[config.mk]
export PLATFORM = sky130hd
export DESIGN_NAME = pip_fifo
export DESIGN_NICKNAME = d
export VERILOG_FILES = /design/src/pip_pkg.sv /design/src/pip_fifo.sv
export SDC_FILE = /design/constraint.sdc
export NUM_CORES = 1
export LEC_CHECK = 0
export BUFFER_PORTS_ARGS = -buffer_cell sky130_fd_sc_hd__buf_2
export CORE_ASPECT_RATIO = 0.9
export CORE_MARGIN = 4
export CORE_UTILIZATION = 45
export DETAILED_ROUTE_END_ITERATION = 10
export HOLD_SLACK_MARGIN = 0.05
export PLACE_DENSITY = 0.71
export SYNTH_ARGS = -nofsm -noshare
export SYNTH_HDL_FRONTEND = slang
export SYNTH_SLANG_ARGS = --single-unit
[constraint.sdc]
create_clock -name clk -period 4.3 [get_ports clk]
set_input_delay 0.215 -clock clk [delete_from_list [all_inputs] [get_ports clk]]
set_output_delay 0.215 -clock clk [all_outputs]
set_load 0.1 [all_outputs]
[src/pip_pkg.sv]
// shared types, widths and constants for the point-in-region test
package pip_pkg;

    localparam int COORD_BITS    = 21;
    localparam int POS_FRAC_BITS = 10;
    localparam int ROT_FRAC_BITS = COORD_BITS - 2;

    localparam int W      = COORD_BITS;
    localparam int DW     = W + 1;              // point minus centre
    localparam int PW     = W + DW;             // rotation times delta
    localparam int SW     = PW + 2;             // sum of three products
    localparam int CW     = PW + 1;             // cross product component
    localparam int MW     = CW - 1;             // its magnitude
    localparam int CLO    = DW;                 // low split of magnitude
    localparam int CHI    = MW - CLO;           // high split of magnitude
    localparam int UQW    = 2 * W - 1;          // one axis entry squared
    localparam int UUW    = 2 * W + 1;          // squared axis length
    localparam int UHW    = UUW - W;            // high split of uu
    localparam int RRW    = 2 * W;              // radius squared
    localparam int DQW    = 2 * DW - 1;         // one delta squared
    localparam int DDW    = 2 * DW + 2;         // squared distance
    localparam int LIMW   = W + ROT_FRAC_BITS;  // box limit
    localparam int LW     = SW + ROT_FRAC_BITS + 1;
    localparam int HW     = W + UUW;
    localparam int AW     = 2 * MW + 2;
    localparam int BBW    = RRW + UUW + 1;
    localparam int W3     = 3 * W;
    localparam int W2     = 2 * W;

    localparam int QDEPTH = 4;
    localparam int QAW    = $clog2(QDEPTH);
    localparam int QCW    = $clog2(QDEPTH + 1);

    localparam logic [W3-1:0] ROT0_RST = W3'(1) << ROT_FRAC_BITS;
    localparam logic [W3-1:0] ROT1_RST = W3'(1) << (ROT_FRAC_BITS + W);
    localparam logic [W3-1:0] ROT2_RST = W3'(1) << (ROT_FRAC_BITS + 2 * W);
    localparam logic [W3-1:0] EXT_RST  = (W3'(1) << POS_FRAC_BITS)
                                       | (W3'(1) << (POS_FRAC_BITS + W))
                                       | (W3'(1) << (POS_FRAC_BITS + 2 * W));
    localparam logic [W2-1:0] RH_RST   = (W2'(1) << (POS_FRAC_BITS - 1))
                                       | (W2'(1) << (POS_FRAC_BITS + W));

    typedef enum logic [1:0] {
        SHAPE_BOX    = 2'd0,
        SHAPE_CYL    = 2'd1,
        SHAPE_SPHERE = 2'd2
    } shape_t;

    typedef enum logic [2:0] {
        CFG_SHAPE  = 3'd0,
        CFG_CENTER = 3'd1,
        CFG_ROT0   = 3'd2,
        CFG_ROT1   = 3'd3,
        CFG_ROT2   = 3'd4,
        CFG_EXTENT = 3'd5,
        CFG_RH     = 3'd6
    } cfg_idx_t;

    typedef struct packed {
        logic [1:0]            shape;
        logic [W3-1:0]         center;
        logic [2:0][W3-1:0]    rot;
        logic [W3-1:0]         extent;
        logic [W2-1:0]         rh;
    } cfg_t;

    typedef logic [2:0][DW-1:0] delta_vec_t;

    typedef struct packed {
        logic       valid;
        delta_vec_t data;
    } push_t;

endpackage

[src/pip_fifo.sv]
// short queue of centred points between front and back
module pip_fifo (
    input  logic               clk,
    input  logic               rst_n,
    input  pip_pkg::push_t     push,
    output logic               full,
    input  logic               pop,
    output pip_pkg::delta_vec_t pop_data,
    output logic               empty
);
    import pip_pkg::*;

    delta_vec_t       mem_reg [QDEPTH];
    logic [QAW-1:0]   wr_ptr_reg, wr_ptr_next;
    logic [QAW-1:0]   rd_ptr_reg, rd_ptr_next;
    logic [QCW-1:0]   count_reg, count_next;
    logic             do_push;

    assign full     = (count_reg == QCW'(QDEPTH));
    assign empty    = (count_reg == '0);
    assign do_push  = push.valid && !full;
    assign pop_data = mem_reg[rd_ptr_reg];

    always_comb
    begin
        wr_ptr_next = wr_ptr_reg;
        rd_ptr_next = rd_ptr_reg;
        count_next  = count_reg;
        if (do_push)
        begin
            wr_ptr_next = (wr_ptr_reg == QAW'(QDEPTH - 1)) ? '0 : wr_ptr_reg + 1'b1;
        end
        if (pop)
        begin
            rd_ptr_next = (rd_ptr_reg == QAW'(QDEPTH - 1)) ? '0 : rd_ptr_reg + 1'b1;
        end
        if (do_push && !pop)
        begin
            count_next = count_reg + 1'b1;
        end
        else if (pop && !do_push)
        begin
            count_next = count_reg - 1'b1;
        end
    end

    always_ff @(posedge clk or negedge rst_n)
    begin
        if (!rst_n)
        begin
            wr_ptr_reg <= '0;
            rd_ptr_reg <= '0;
            count_reg  <= '0;
        end
        else
        begin
            wr_ptr_reg <= wr_ptr_next;
            rd_ptr_reg <= rd_ptr_next;
            count_reg  <= count_next;
        end
    end

    always_ff @(posedge clk)
    begin
        if (do_push)
        begin
            mem_reg[wr_ptr_reg] <= push.data;
        end
    end

    a_count_bound: assert property (@(posedge clk) disable iff (!rst_n)
        count_reg <= QCW'(QDEPTH)) else $error("queue count past depth");
    a_pop_nonempty: assert property (@(posedge clk) disable iff (!rst_n)
        pop |-> count_reg != '0) else $error("pop from empty queue");
    a_push_grows: assert property (@(posedge clk) disable iff (!rst_n)
        (do_push && !pop) |=> count_reg == $past(count_reg) + 1'b1)
        else $error("push lost");
    a_pop_shrinks: assert property (@(posedge clk) disable iff (!rst_n)
        (pop && !do_push) |=> count_reg == $past(count_reg) - 1'b1)
        else $error("pop lost");

endmodule

---- After elaboration in Yosys (flattened, before gate mapping) ----
Memories as Yosys holds them, arrays and structs flattened.
Index checks and enable logic that the tools add are counted.
storage, ports and cells
  bits in registers ....................... 7
  RAM bits ................................ 264
  input port bits ......................... 70
  output and inout port bits .............. 68
  logic and storage cells ................. 25
  memories ................................ 1
cells by class
  add/sub/neg operators ................... 4
  equality and inequality tests ........... 3
  multiplexer cells ....................... 6
  reductions and logical operators ........ 8
memory list
  memory   words  bits a word  rd ports  clocked after Yosys merged registers in  wr ports  RTL line        RTL
  mem_reg  4      66           1         0                                        1         pip_fifo.sv:13  delta_vec_t mem_reg [QDEPTH];
operators with widths
  kind                                                                number
  3-bit two-way mux                                                   2
  2-bit by 1-bit adder with 2-bit output, second input constant       2
  2-bit equality test, second input constant                          2
  2-bit two-way mux                                                   2
  3-bit by 1-bit adder with 3-bit output, second input constant       1
  3-bit equality test, second input constant                          1
  1-bit logical AND                                                   3
  1-bit logical NOT                                                   3
  3-bit logical NOT                                                   1
  3-bit by 1-bit subtractor with 3-bit output, second input constant  1
  1-bit two-way mux                                                   2
  2-bit nonzero test                                                  1

---- Longest topological paths before layout ----
  depth in word-level cells ............... 7
  mapped depth ............................ 8
  depth with buffers taken out ............ 8

---- Worst setup path before layout ----
OpenSTA, ideal clock, no wires.
  kind .................................... reg-to-reg
  start ................................... register count_reg[2]
  end ..................................... memory mem_reg[3][0] (netlist bit), enable pin
  library setup time ...................... 0.492 ns
  arrival time ............................ 3.578 ns
  required time ........................... 3.808 ns
  slack ................................... 0.230 ns
  stages on the path, launching flop included .. 3
  buffers on the path ..................... 0
  period minus slack after synthesis ...... 4.070 ns
  path through ............................ dfrtp_1 > nor3b_2 > nor2_1
on the way
  word-level cells in the longest chain between the ends .. 5
ends and longest elaborated chain
  element                                  RTL line        RTL
  start: declaration                       pip_fifo.sv:16  logic [QCW-1:0] count_reg, count_next;
  start signal: assignment                 pip_fifo.sv:59  count_reg <= count_next;
  3-bit equality test                      pip_fifo.sv:19  assign full = (count_reg == QCW'(QDEPTH));
  named net full                           pip_fifo.sv:6   output logic full,
  1-bit logical NOT                        pip_fifo.sv:21  assign do_push = push.valid && !full;
  1-bit logical AND                        pip_fifo.sv:21
  1-bit two-way mux                        pip_fifo.sv:65  if (do_push)
  1-bit two-way mux (not written as such)  pip_fifo.sv:67  mem_reg[wr_ptr_reg] <= push.data;
  end: declaration                         pip_fifo.sv:13
The timed path passes the listed nets, and every way through them passes these cells.

==> results.toml <==
[cts]
cts.sinks = 271
cts_buffers = 27
root_buffer = "clkbuf_16"
cts_tree = "built"
htreeDepth = 1
clockBufferDepth = 3
clk_pin_slew_ns = 0.06
clock_latency_ns = 0.51
post-cts-setup-buffer-count = 0

[worst_hold_path]
min_path_cells = 3
holdPathEnd = "mem_reg[3][53]"
hold_path.class = "input pin to flop"
hp-start = "push[66]"

[synth]
ys_seq_elements = 271
synth_area_mm2 = 0.00997
yosysWarningCount = 0
syn_area_per_cell_um2 = 26.1
synth_cell_types = 21
synth_cells = 382
ys_seq_area_share_pct = 81.2
synth_fp_nets = 459

[sta]
finalWorstSetupSlack_ns = 1.43
relSlewSlack_pct = 29.3
post-route-min-period_ns = 2.87
finalClockSkew_ns = 0.00727
fin_worst_hold_slack_ns = 0.289
fmax_ghz = 0.348
finalCritPeriodShare_pct = 66.8
setup_viol = 0
max_slew.worst_pin.slew_ns = 1.06
rsz0062_at_grt = "false"
hold_viol = 0
slew_violations = 0
setup_tns_ns = 0

[setup_path]
reg2reg_setup_slack_ns = 1.92
max_stage_delay_ns = 0.84
cp_slowest_cell = "dfrtp_4"
path_cells = "buf_12 -> mux4_2 -> buf_2"
rr_worst_depth = 3
startpoint_type = "flop"
path_delay_family = "flip-flops"
crit_buf_inv = 2
critPathLaunch = "rd_ptr_reg[0]"
critPathMaxFanout = 39
end_kind = "primary output"
timing_worst_setup_path_type = "flop to primary output"
cp.arrival_ns = 2.66
r2r-start = "count_reg[2]"
cp.required_ns = 4.09
worstReg2RegEnd = "mem_reg[1][61]"

[route]
dr.pass1.iters = 4
drt_iter0_drc = 384
wl_um = 18200
vias = 4700
drtAntennaViolNets = 0
routedWlPerCell_um = 20.0
vias_per_cell = 5.14
drc = 0

[global_route]
gr-usage-all-layers_pct = 15.0
grt_max_degree = 69
grt_pass1_vias = 5055
grt-ovfl-total = 0
grt_first_pass_wirelength_um = 28300
grt_antenna_before_repair = 0

[place]
dp_cells = 797
gp_congestion = 0.740
io_buffers = 137
pre_cts_slack_ns = 1.88
hpwl_um = 10500

[finish]
largest_register_ffs = 264
antennaDiodeCount = 0
drive_above_1_share_pct = 40.6
final_cells = 914
area_growth_pct = 25.0
nets = 681

[floorplanning]
die-area_mm2 = 0.0246
die_w_um = 165
initial_core_util_pct = 46.0
num_io_pins = 138
row_count = 51
die_y_um = 149
core-area_mm2 = 0.0217

[status]
run_status = "completed"

[job]
drv_cap = 0
[synth_stat cells]
library cell    n  area [um^2]
xor2_1          2         17.5
buf_12          3         60.1
and2_1          3         18.8
mux2_2          4         45.0
nand2_1         1         3.75
mux4_2         66         1490
nor3b_2         1         12.5
nor2b_1         1         6.26
a21o_1          1         7.51
buf_4           4         30.0
fa_1            1         20.0
nor3_1          2         10.0
inv_1           4         15.0
edfxtp_1      264         7930
buf_6           1         11.3
ha_1            6         75.1
buf_1           3         11.3
buf_2           4         20.0
nor2_1          3         11.3
dfrtp_1         7          175
xnor2_1         1         8.76
[how the worst max path moves through the flow]
| stage | endpoint | slack (ns) | depth (start not counted) |
|---|---|---|---|
| 6_report | pop_data[29] | 1.43 | 3 |
| 5_1_grt | pop_data[19] | 1.22 | 3 |
| 4_1_cts | pop_data[19] | 1.32 | 3 |
| 3_5_place_dp | pop_data[19] | 1.88 | 3 |
| 3_3_place_gp | pop_data[19] | 1.90 | 3 |
| 2_1_floorplan | mem_reg[3][0] | 0.23 | 2 |
[cells by family (layout without fill, tap and decap cells)]
group | Yosys count | count (layout) | synth area share (%)
xor+xnor | 3 | 3 | 0.264
compound gates | 1 | 1 | 0.0753
buf+inv | 19 | 260 | 1.48
mux | 70 | 70 | 15.4
simple gates | 11 | 11 | 0.627
flops | 271 | 271 | 81.2
fa+ha+maj | 7 | 7 | 0.953
[stage by stage]
| stage | utilization [%] | cell area, um^2 |
|---|---|---|
| floorplan | - | 9970 |
| global placement | 50.5 | 11000 |
| detailed placement | 50.5 | 11000 |
| CTS | 57.5 | 12500 |
| global route | 57.5 | 12500 |
| finish | 57.5 | 12500 |
[metal layers]
metal  GRT usage [%]  wire length (um)  vias up
met5               0                 0        -
met4            4.03               443        0
met3            2.82               985       36
met2            25.3              9030      127
met1            20.2              7780     2457
li1                -                 -     2080
[layout by cell type (no fill, tap or decap), drive strengths merged, types with 3 or more instances in the layout]
cell / count
ha: 6
mux4: 66
buf: 139
dlygate4sd3: 69
inv: 5
edfxtp: 264
dfrtp: 7
clkinv: 12
clkbuf: 33
nor2: 3
mux2: 4
and2: 3
[tightest hold or removal path: stages]
cell	delay (ns)
buf_2	0.10
nand2_1	0.10
nor2_4	0.16
[layout make-up]
class	instances	area, um^2
Fill cell	1609	9230
Sequential cell	271	8110
Multi-Input combinational cell	92	1740
Timing Repair Buffer	208	1420
Clock buffer	33	698
Tap cell	291	364
Clock inverter	15	123
Inverter	4	15.0
[what timing repair did]
action	in CTS	in global routing
endpoints found under the hold margin	273	0
gates resized for setup	0	0
hold buffers	69	0
Power is not shown: default switching activity piles up to over one toggle a cycle in this logic, so the estimate is an artifact.
