### src/pip_pkg.sv
// shared types, widths and constants for the point-in-region test
package pip_pkg;

    localparam int COORD_BITS    = 21;
    localparam int POS_FRAC_BITS = 10;
    localparam int ROT_FRAC_BITS = COORD_BITS - 2;

    localparam int W      = COORD_BITS;
    localparam int DW     = W + 1;              // point minus centre
    localparam int PW     = W + DW;             // rotation times delta
    localparam int SW     = PW + 2;             // sum of three products
    localparam int CW     = PW + 1;             // cross product component
    localparam int MW     = CW - 1;             // its magnitude
    localparam int CLO    = DW;                 // low split of magnitude
    localparam int CHI    = MW - CLO;           // high split of magnitude
    localparam int UQW    = 2 * W - 1;          // one axis entry squared
    localparam int UUW    = 2 * W + 1;          // squared axis length
    localparam int UHW    = UUW - W;            // high split of uu
    localparam int RRW    = 2 * W;              // radius squared
    localparam int DQW    = 2 * DW - 1;         // one delta squared
    localparam int DDW    = 2 * DW + 2;         // squared distance
    localparam int LIMW   = W + ROT_FRAC_BITS;  // box limit
    localparam int LW     = SW + ROT_FRAC_BITS + 1;
    localparam int HW     = W + UUW;
    localparam int AW     = 2 * MW + 2;
    localparam int BBW    = RRW + UUW + 1;
    localparam int W3     = 3 * W;
    localparam int W2     = 2 * W;

    localparam int QDEPTH = 4;
    localparam int QAW    = $clog2(QDEPTH);
    localparam int QCW    = $clog2(QDEPTH + 1);

    localparam logic [W3-1:0] ROT0_RST = W3'(1) << ROT_FRAC_BITS;
    localparam logic [W3-1:0] ROT1_RST = W3'(1) << (ROT_FRAC_BITS + W);
    localparam logic [W3-1:0] ROT2_RST = W3'(1) << (ROT_FRAC_BITS + 2 * W);
    localparam logic [W3-1:0] EXT_RST  = (W3'(1) << POS_FRAC_BITS)
                                       | (W3'(1) << (POS_FRAC_BITS + W))
                                       | (W3'(1) << (POS_FRAC_BITS + 2 * W));
    localparam logic [W2-1:0] RH_RST   = (W2'(1) << (POS_FRAC_BITS - 1))
                                       | (W2'(1) << (POS_FRAC_BITS + W));

    typedef enum logic [1:0] {
        SHAPE_BOX    = 2'd0,
        SHAPE_CYL    = 2'd1,
        SHAPE_SPHERE = 2'd2
    } shape_t;

    typedef enum logic [2:0] {
        CFG_SHAPE  = 3'd0,
        CFG_CENTER = 3'd1,
        CFG_ROT0   = 3'd2,
        CFG_ROT1   = 3'd3,
        CFG_ROT2   = 3'd4,
        CFG_EXTENT = 3'd5,
        CFG_RH     = 3'd6
    } cfg_idx_t;

    typedef struct packed {
        logic [1:0]            shape;
        logic [W3-1:0]         center;
        logic [2:0][W3-1:0]    rot;
        logic [W3-1:0]         extent;
        logic [W2-1:0]         rh;
    } cfg_t;

    typedef logic [2:0][DW-1:0] delta_vec_t;

    typedef struct packed {
        logic       valid;
        delta_vec_t data;
    } push_t;

endpackage

### src/pip_if.sv
// point and result channel interfaces
interface pip_point_if;
    import pip_pkg::*;
    logic                valid;
    logic                ready;
    logic signed [W-1:0] point_x;
    logic signed [W-1:0] point_y;
    logic signed [W-1:0] point_z;
    modport source (output valid, point_x, point_y, point_z, input ready);
    modport sink   (input valid, point_x, point_y, point_z, output ready);
endinterface


### src/pip_front.sv
// register file and point centring in front of the queue
module pip_front (
    input  logic                  clk,
    input  logic                  rst_n,
    pip_point_if.sink             pt,
    input  logic                  cfg_we,
    input  logic [2:0]            cfg_idx,
    input  logic [pip_pkg::W3-1:0] cfg_wdata,
    output pip_pkg::cfg_t         cfg,
    output pip_pkg::push_t        push,
    input  logic                  full
);
    import pip_pkg::*;

    cfg_t cfg_reg, cfg_next;
    logic signed [W-1:0] q [3];

    assign cfg = cfg_reg;

    always_comb
    begin
        cfg_next = cfg_reg;
        if (cfg_we)
        begin
            unique case (cfg_idx_t'(cfg_idx))
                CFG_SHAPE:  cfg_next.shape  = cfg_wdata[1:0];
                CFG_CENTER: cfg_next.center = cfg_wdata;
                CFG_ROT0:   cfg_next.rot[0] = cfg_wdata;
                CFG_ROT1:   cfg_next.rot[1] = cfg_wdata;
                CFG_ROT2:   cfg_next.rot[2] = cfg_wdata;
                CFG_EXTENT: cfg_next.extent = cfg_wdata;
                CFG_RH:     cfg_next.rh     = cfg_wdata[W2-1:0];
                default:    cfg_next        = cfg_reg;
            endcase
        end
    end

    always_ff @(posedge clk or negedge rst_n)
    begin
        if (!rst_n)
        begin
            cfg_reg.shape  <= 2'(SHAPE_BOX);
            cfg_reg.center <= '0;
            cfg_reg.rot[0] <= ROT0_RST;
            cfg_reg.rot[1] <= ROT1_RST;
            cfg_reg.rot[2] <= ROT2_RST;
            cfg_reg.extent <= EXT_RST;
            cfg_reg.rh     <= RH_RST;
        end
        else
        begin
            cfg_reg <= cfg_next;
        end
    end

    // point minus centre, one slice per axis
    assign q[0] = pt.point_x;
    assign q[1] = pt.point_y;
    assign q[2] = pt.point_z;

    always_comb
    begin
        push.valid = pt.valid;
        for (int i = 0; i < 3; i++)
        begin
            push.data[i] = DW'(q[i]) - DW'($signed(cfg_reg.center[i*W +: W]));
        end
    end

    assign pt.ready = !full;

endmodule

### src/flat_wrapper.sv
// flat-port wrapper written by rule: the top's interface ports become plain ports
module pip_front_flat import pip_pkg::*;
  (clk, rst_n, cfg_we, cfg_idx, cfg_wdata, cfg, push, full, pt_valid, pt_point_x, pt_point_y, pt_point_z, pt_ready);
  pip_point_if pt_i ();
  input  logic clk;
  input  logic rst_n;
  input  logic cfg_we;
  input  logic [2:0] cfg_idx;
  input  logic [pip_pkg::W3-1:0] cfg_wdata;
  output pip_pkg::cfg_t cfg;
  output pip_pkg::push_t push;
  input  logic full;
  input wire logic [$bits(pt_i.valid)-1:0] pt_valid;
  input wire logic [$bits(pt_i.point_x)-1:0] pt_point_x;
  input wire logic [$bits(pt_i.point_y)-1:0] pt_point_y;
  input wire logic [$bits(pt_i.point_z)-1:0] pt_point_z;
  output wire logic [$bits(pt_i.ready)-1:0] pt_ready;
  assign pt_i.valid = pt_valid;
  assign pt_i.point_x = pt_point_x;
  assign pt_i.point_y = pt_point_y;
  assign pt_i.point_z = pt_point_z;
  assign pt_ready = pt_i.ready;
  pip_front u_core (.clk(clk), .rst_n(rst_n), .pt(pt_i), .cfg_we(cfg_we), .cfg_idx(cfg_idx), .cfg_wdata(cfg_wdata), .cfg(cfg), .push(push), .full(full));
endmodule
### config.mk
export PLATFORM = sky130hd
export DESIGN_NAME = pip_front_flat
export DESIGN_NICKNAME = d
export VERILOG_FILES = /design/src/pip_pkg.sv /design/src/pip_if.sv /design/src/pip_front.sv /design/src/flat_wrapper.sv
export SDC_FILE = /design/constraint.sdc
export NUM_CORES = 1
export LEC_CHECK = 0
export ABC_AREA = 1
export BUFFER_PORTS_ARGS = -buffer_cell sky130_fd_sc_hd__buf_2
export CORE_ASPECT_RATIO = 1.2
export CORE_MARGIN = 2
export CORE_UTILIZATION = 35
export DETAILED_ROUTE_END_ITERATION = 7
export PLACE_DENSITY = 0.71
export SETUP_SLACK_MARGIN = 0.05
export SLEW_MARGIN = 20
export SYNTH_ARGS = -nofsm -noshare
export SYNTH_HDL_FRONTEND = slang
export SYNTH_SLANG_ARGS = --single-unit
### constraint.sdc
create_clock -name clk -period 1.9 [get_ports clk]
set_clock_uncertainty 0.15 [all_clocks]
set_input_delay 0.285 -clock clk [delete_from_list [all_inputs] [get_ports clk]]
set_output_delay 0.285 -clock clk [all_outputs]
set_load 0.05 [all_outputs]
# Word level (Yosys, flattened, before mapping)
# Cells that the tools add are included.
dict set report totals {
  in_bits 134
  register_bits 359
}
dict set report classes {
  eq_ne 6
  reduce_logical 9
  addsub 3
}
# operator count
set ops {}
lappend ops {{$sub A21 B21 Y22} 3}
lappend ops {{$reduce_and A2 Y1} 7}
lappend ops {{$eq A3 B3 Y1 const B} 3}
lappend ops {{$eq A3 B2 Y1 const B} 2}
lappend ops {{$eq A3 B1 Y1 const B} 1}
lappend ops {{$logic_not A3 Y1} 1}
lappend ops {{$logic_not A1 Y1} 1}

# Depth between registers and ports, before layout
# Gate-level depths: netlist of the first run.
dict set report depth {
  ltp_word 2
  depth_mapped 12
  ltp_nobuf 12
}

# Worst setup path after synthesis of the first run
# Ideal clock, no wire load.
dict set report synth_path {
  path_kind {reg2out}
  from {register u_core.cfg_reg (netlist bit u_core.cfg[336])}
  to {output port push[56] (netlist name)}
  path_slack_ns -1.087
  path_stages_with_launch 11
  required_ns 1.465
  arrival_ns 2.552
  n_path_buf 0
  path_cell_list {dfrtp_1 -> ha_1 -> inv_1 -> fa_1 -> nand3_1 -> nand3_1 -> nand2_1 -> nand2_1 -> nand2_1 -> nand2_1 -> xor2_1}
}
# element line_no
set synth_lines {}
lappend synth_lines {{start, declared} pip_front.sv:15} ;# cfg_t cfg_reg, cfg_next;
lappend synth_lines {{start signal, assigned} pip_front.sv:52} ;# cfg_reg <= cfg_next;
lappend synth_lines {{end, declared} flat_wrapper.sv:11} ;# output pip_pkg::push_t push;

==> run summary, run 1 <==
most common cell after layout, fill and taps aside -> nand2_1
synthesis-to-layout area growth -> 68.60%
TritonCTS buffer count -> 37
sequential area share after synthesis -> 52.12%
Gate power share -> 55.6%
initial antenna violation count -> 10
post-layout min period -> 2.788 ns
data arrival time of the worst path -> 2.35 ns
internal power -> 21.13 mW
Tcrit/Tclk final -> 146.7%
most frequent cells in the layout -> nand2_1, buf_2, dfrtp_1, buf_4, inv_1
io pins -> 561
Crit path required time -> 1.46 ns
Clk pin slew, worst setup/hold paths -> 0.06 ns
placed cell area -> 25000 um^2
Netlist Area Pre-Place -> 17260 um^2
Peak supply drop -> 0.0009894 V
RSZ-0062 raised after global routing -> true
P_leak -> 14.99 nW
DRT Pass-1 Iters -> 6
setup violators final -> 63
die height -> 247.2 um
CP Launch Type -> flop
Final nets -> 3216
clock power share -> 19.1%
Sw Ratio -> 46.63%
first-pass GRT wire length -> 100900 um
PortBufs -> 558
FF+latch count, synth -> 359
worst-case clock buffer depth -> 3
Psw -> 18.47 mW
max FFs per register -> 359
root buffer cell -> clkbuf_16
Max Cap Viol -> 0
achievable frequency -> 358.7 MHz
TNS Setup -> -47.10 ns
CTS tree -> yes
vias in the first global route -> 18472
PwrDens -> 1361 nW/um^2
starting density of the core -> 35.30%
later-pin clock latency in the skew report -> 0.55 ns
final core occ -> 59.51%
fin. max-slew vios -> 0
Placed Cells -> 3507
status -> finished, violations left
element type at the critical path end -> primary output
Setup CP Type -> flop to primary output
Seq pwr share -> 25.3%
syn_nets -> 2353
Ys Warns -> 0
hpwl dp -> 48450 um
Final Hold Slack -> 0.05217 ns
gpl congestion -> 0.9162
Yosys cell types -> 29
fin area -> 29090 um^2
number of core rows -> 89
largest net degree at the start of global routing -> 73
post-route ant nets -> 0
die width -> 206.7 um
GRT Overall Usage -> 25.49%
Core Box Area -> 48890 um^2
area leader, netlist -> dfrtp_1
Hold Crit Class -> input port to asynchronous set/reset pin
die area -> 51100 um^2
WL final -> 67530 um
Least-Margin Pin Slew -> 0.4402 ns
failing checks -> setup timing
CP max FO -> 2
vias per std cell -> 4.911
Syn Area/Cell -> 8.015 um^2
via count -> 18120
top cells by area, synth -> dfrtp_1, nand2_1, inv_1
setup ws final -> -0.8882 ns
initial drt markers -> 1105
Synth top area share -> 50.90%
total gr overflow -> 0
dpl ws -> -0.5386 ns
DRC violations left -> 0
post-layout power -> 39.60 mW
Max H-tree Level -> 2
fin cells -> 3690
# clock sinks -> 359
Mapped Cells -> 2153
Final Hold Viols -> 0
Routed WL per cell -> 18.30 um
slew margin rel. -> 70.66%
share of layout cells above drive strength 1 -> 49.90%
## cell usage after synthesis
cell type and instances:
clkbuf_1 38, xnor2_1 3, buf_2 27, nand3b_1 5, dfstp_2 8, nand2_1 746, inv_2 2, nor2_2 2
nor2_1 69, nand3_2 1, o21ai_1 186, xor2_1 31, nor3_1 2, buf_1 4, nand2_2 4, or2_2 3
inv_1 300, buf_6 1, fa_1 3, nand3_1 61, nor2_4 1, o21ai_0 173, ha_1 63, dfrtp_1 351
o21bai_1 6, a21oi_1 43, and2_1 6, buf_4 5, nand4_1 9
## power groups by stage
| stage | Clock (mW) | Combinational, mW | Sequential [mW] |
|---|---|---|---|
| 2_1_floorplan | 0 | 7.87 | 15.2 |
| 3_5_place_dp | 0 | 19.3 | 10.1 |
| 6_report | 7.56 | 22.0 | 10.0 |
| 5_1_grt | 7.99 | 23.2 | 10.2 |
| 3_3_place_gp | 0 | 19.1 | 10.0 |
| 4_1_cts | 7.72 | 21.1 | 9.99 |
## worst max-delay path, stage by stage (launching register included)
cell	delay [ns]
dfrtp_2	0.42
ha_4	0.17
inv_4	0.05
fa_2	0.22
nand3_4	0.09
buf_6	0.13
nor2_4	0.10
nor2_2	0.05
or2_4	0.23
nand2_2	0.07
nand2_2	0.06
nand2_4	0.06
buf_12	0.13
## layout make-up
type	count	area (um^2)
well taps	637	797.0
multi-input cells	1417	10050
diodes	9	22.52
fillers	3969	19790
clock buffers	52	1115
inverters	302	1179
clock inverters	15	138.9
repair buffers	899	6721
flip-flops and latches	359	9072
## path summary, 6_finish.rpt
| kind | slack [ns] | end | cells after the start | from |
|---|---|---|---|---|
| min in group clk | 0.05 | u_core.cfg[141]$_DFFE_PN0P_ | 4 | cfg_idx[0] |
| setup reg to reg | 0.77 | u_core.cfg[323]$_DFFE_PN0P_ | 5 | u_core.cfg[323]$_DFFE_PN0P_ |
| setup / recovery | -0.89 | push[14] | 12 | u_core.cfg[294]$_DFFE_PN0P_ |
| max in group asynchronous | 0.76 | u_core.cfg[337]$_DFFE_PN0P_ | 4 | rst_n |
| hold reg to reg | 0.32 | u_core.cfg[31]$_DFFE_PN1P_ | 2 | u_core.cfg[31]$_DFFE_PN1P_ |
| hold / removal | 0.05 | u_core.cfg[123]$_DFFE_PN0P_ | 2 | rst_n |
## logic make-up after synthesis
| kind of cell | after synthesis | share of synthesized area, % |
|---|---|---|
| and+or+nand+nor | 909 | 20.77 |
| AOI/OAI and AO/OA | 408 | 11.92 |
| buffers and inverters | 377 | 8.549 |
| DFF | 359 | 52.12 |
| adders and majority gates | 66 | 4.916 |
| xor gates and xnor gates | 34 | 1.726 |
## layer usage
layer  vias to the layer above  wire length, um  GRT usage, %
met5                         -               13             0
met4                         2             4055         14.39
met3                       224             4818         6.075
met2                       753            33350         43.17
met1                      8655            25290         29.43
li1                       8486                -             -
## timing repair
action / CTS / global route
hold endpoints to repair: 545 / 0
endpoints found under the setup margin: 66 / 69
resized for setup: 329 / 184
setup buffers: 27 / 19
hold buffers: 63 / 0
pin swaps: 163 / 144
No activity file was read; power rests on OpenSTA's default activity.
==> run 2: changes to the inputs <==
--- a/config.mk
+++ b/config.mk
@@ -7,11 +7,14 @@
 export LEC_CHECK = 0
 export ABC_AREA = 1
 export BUFFER_PORTS_ARGS = -buffer_cell sky130_fd_sc_hd__buf_2
+export CELL_PAD_IN_SITES_DETAIL_PLACEMENT = 0
+export CELL_PAD_IN_SITES_GLOBAL_PLACEMENT = 1
 export CORE_ASPECT_RATIO = 1.2
 export CORE_MARGIN = 2
-export CORE_UTILIZATION = 35
+export CORE_UTILIZATION = 33
 export DETAILED_ROUTE_END_ITERATION = 7
-export PLACE_DENSITY = 0.71
+export PLACE_DENSITY = 0.86
+export RECOVER_POWER = 100
 export SETUP_SLACK_MARGIN = 0.05
 export SLEW_MARGIN = 20
 export SYNTH_ARGS = -nofsm -noshare
==> run summary, run 2 (synthesis results as in run 1) <==
Least-Margin Pin Slew -> 1.594 ns
DRT Pass-1 Iters -> 5
R2R setup slack -> 0.77 ns
# clock sinks -> 359
Tcrit/Tclk final -> 144.9%
Hold Path Sink -> u_core.cfg[357]$_DFFE_PN0P_
RSZ-0062 raised after global routing -> true
Final Hold Slack -> 0.06273 ns
fin. max-slew vios -> 43
die width -> 212.7 um
Hold Crit Class -> input port to flop
fin area -> 29000 um^2
post-layout min period -> 2.752 ns
CP max stage cell -> dfrtp_2
vias in the first global route -> 17674
Sw Ratio -> 46.72%
Worst R2R End -> u_core.cfg[338]$_DFFE_PN0P_
element type at the critical path end -> primary output
DRC violations left -> 0
later-pin clock latency in the skew report -> 0.54 ns
first-pass GRT wire length -> 98500 um
Max Cap Viol -> 1
setup ws final -> -0.8524 ns
starting density of the core -> 33.45%
slew margin rel. -> -6.254%
setup violators final -> 117
Setup CP Type -> flop to primary output
gpl congestion -> 0.8786
Max H-tree Level -> 2
slowest stage delay, CP -> 0.38 ns
cell breakdown of the critical path -> ha_4, inv_4, fa_2, nand3_4, nand3_4, nand2_2, nand2_2, buf_4, xor2_2, buf_6
Gate power share -> 55.2%
hpwl dp -> 47860 um
post-route ant nets -> 0
Largest delay share family, worst path -> adder cells
share of layout cells above drive strength 1 -> 49.77%
number of core rows -> 91
data arrival time of the worst path -> 2.32 ns
root buffer cell -> clkbuf_16
max FFs per register -> 359
fin cells -> 3737
total gr overflow -> 0
reg2reg path depth -> 4
via count -> 17626
CP max FO -> 3
Routed WL per cell -> 17.33 um
Psw -> 18.37 mW
Core Box Area -> 51580 um^2
largest net degree at the start of global routing -> 127
P_leak -> 14.81 nW
Clk pin slew, worst setup/hold paths -> 0.06 ns
Seq pwr share -> 25.6%
die area -> 54140 um^2
Placed Cells -> 3545
fillcell total -> 4466
Crit path required time -> 1.46 ns
initial drt markers -> 1013
dpl ws -> -0.4748 ns
GRT Overall Usage -> 23.43%
failing checks -> capacitance limit, slew limit, setup timing
PwrDens -> 1356 nW/um^2
Final nets -> 3207
initial antenna violation count -> 1
CP Launch Type -> flop
vias per std cell -> 4.717
most frequent cells in the layout -> nand2_1, clkbuf_2, o21ai_0, dfrtp_1, buf_4
synthesis-to-layout area growth -> 68.07%
CTS tree -> yes
status -> finished, violations left
placed cell area -> 24890 um^2
io pins -> 561
reg-to-reg critical path startpoint -> u_core.cfg[338]$_DFFE_PN0P_
Buffers & Inverters on Critical Path -> 3
TNS Setup -> -45.42 ns
achievable frequency -> 363.3 MHz
die height -> 254.5 um
most common cell after layout, fill and taps aside -> nand2_1
hold depth -> 4
PortBufs -> 558
internal power -> 20.95 mW
clock power share -> 19.2%
Hold Crit Start -> cfg_idx[1]
Peak supply drop -> 0.001017 V
TritonCTS buffer count -> 38
worst-case clock buffer depth -> 3
WL final -> 64770 um
Final Hold Viols -> 0
run 2: how the worst max path moves through the flow:
stage | from | to | slack (ns) | depth (start not counted)
5_1_grt | u_core.cfg[315]$_DFFE_PN0P_ | push[36] | -0.95 | 11
4_1_cts | u_core.cfg[336]$_DFFE_PN0P_ | push[50] | -0.89 | 11
2_1_floorplan | u_core.cfg[294]$_DFFE_PN0P_ | push[12] | -0.47 | 10
6_report | u_core.cfg[336]$_DFFE_PN0P_ | push[52] | -0.85 | 10
3_5_place_dp | pt_point_z[0] | push[58] | -0.47 | 13
3_3_place_gp | pt_point_z[0] | push[58] | -0.44 | 13
run 2: worst min-delay path, delay by kind of cell:
family	cells	cell delay, ns
buffers and inverters	1	0.13
AOI/OAI and AO/OA	1	0.09
and+or+nand+nor	2	0.20
run 2: metal layers:
metal  routed length [um]  up-vias  track usage, %
met1                24630     8435           27.18
li1                     -     8432               -
met3                 4557      144           5.997
met4                 2809        0           10.13
met5                    0        -               0
met2                32770      615           40.84
run 2: power by group through the flow:
stage	Combinational [mW]	Clock (mW)	Sequential [mW]
after floorplan	7.87	0	15.2
after global placement	19.0	0	10.0
after detailed placement	19.2	0	10.1
after CTS	21.1	7.75	9.99
after global routing	22.9	8.01	10.2
final	21.7	7.56	10.1
run 2: repair_timing:
| action | CTS | global route |
|---|---|---|
| hold buffers | 63 | 0 |
| pin swaps | 163 | 147 |
| gates resized for setup | 347 | 201 |
| setup endpoints to repair | 67 | 67 |
| hold endpoints to repair | 682 | 0 |
| buffers inserted | 35 | 30 |
run 2: cell type report:
class | count | area (um^2) | share of cell area [%]
well taps | 697 | 872.1 | 3.007
flip-flops and latches | 359 | 9072 | 31.28
clock inverters | 16 | 157.7 | 0.5436
repair buffers | 889 | 6499 | 22.41
multi-input cells | 1417 | 10100 | 34.84
diodes | 4 | 10.01 | 0.03451
clock buffers | 53 | 1109 | 3.822
inverters | 302 | 1179 | 4.064
run 2: stage by stage:
step | total power [mW] | util [%]
2_1_floorplan | 23.08 | -
3_3_place_gp | 29.02 | 48.25
3_5_place_dp | 29.24 | 48.25
4_1_cts | 38.80 | 54.77
5_1_grt | 41.15 | 56.21
6_report | 39.32 | 56.23
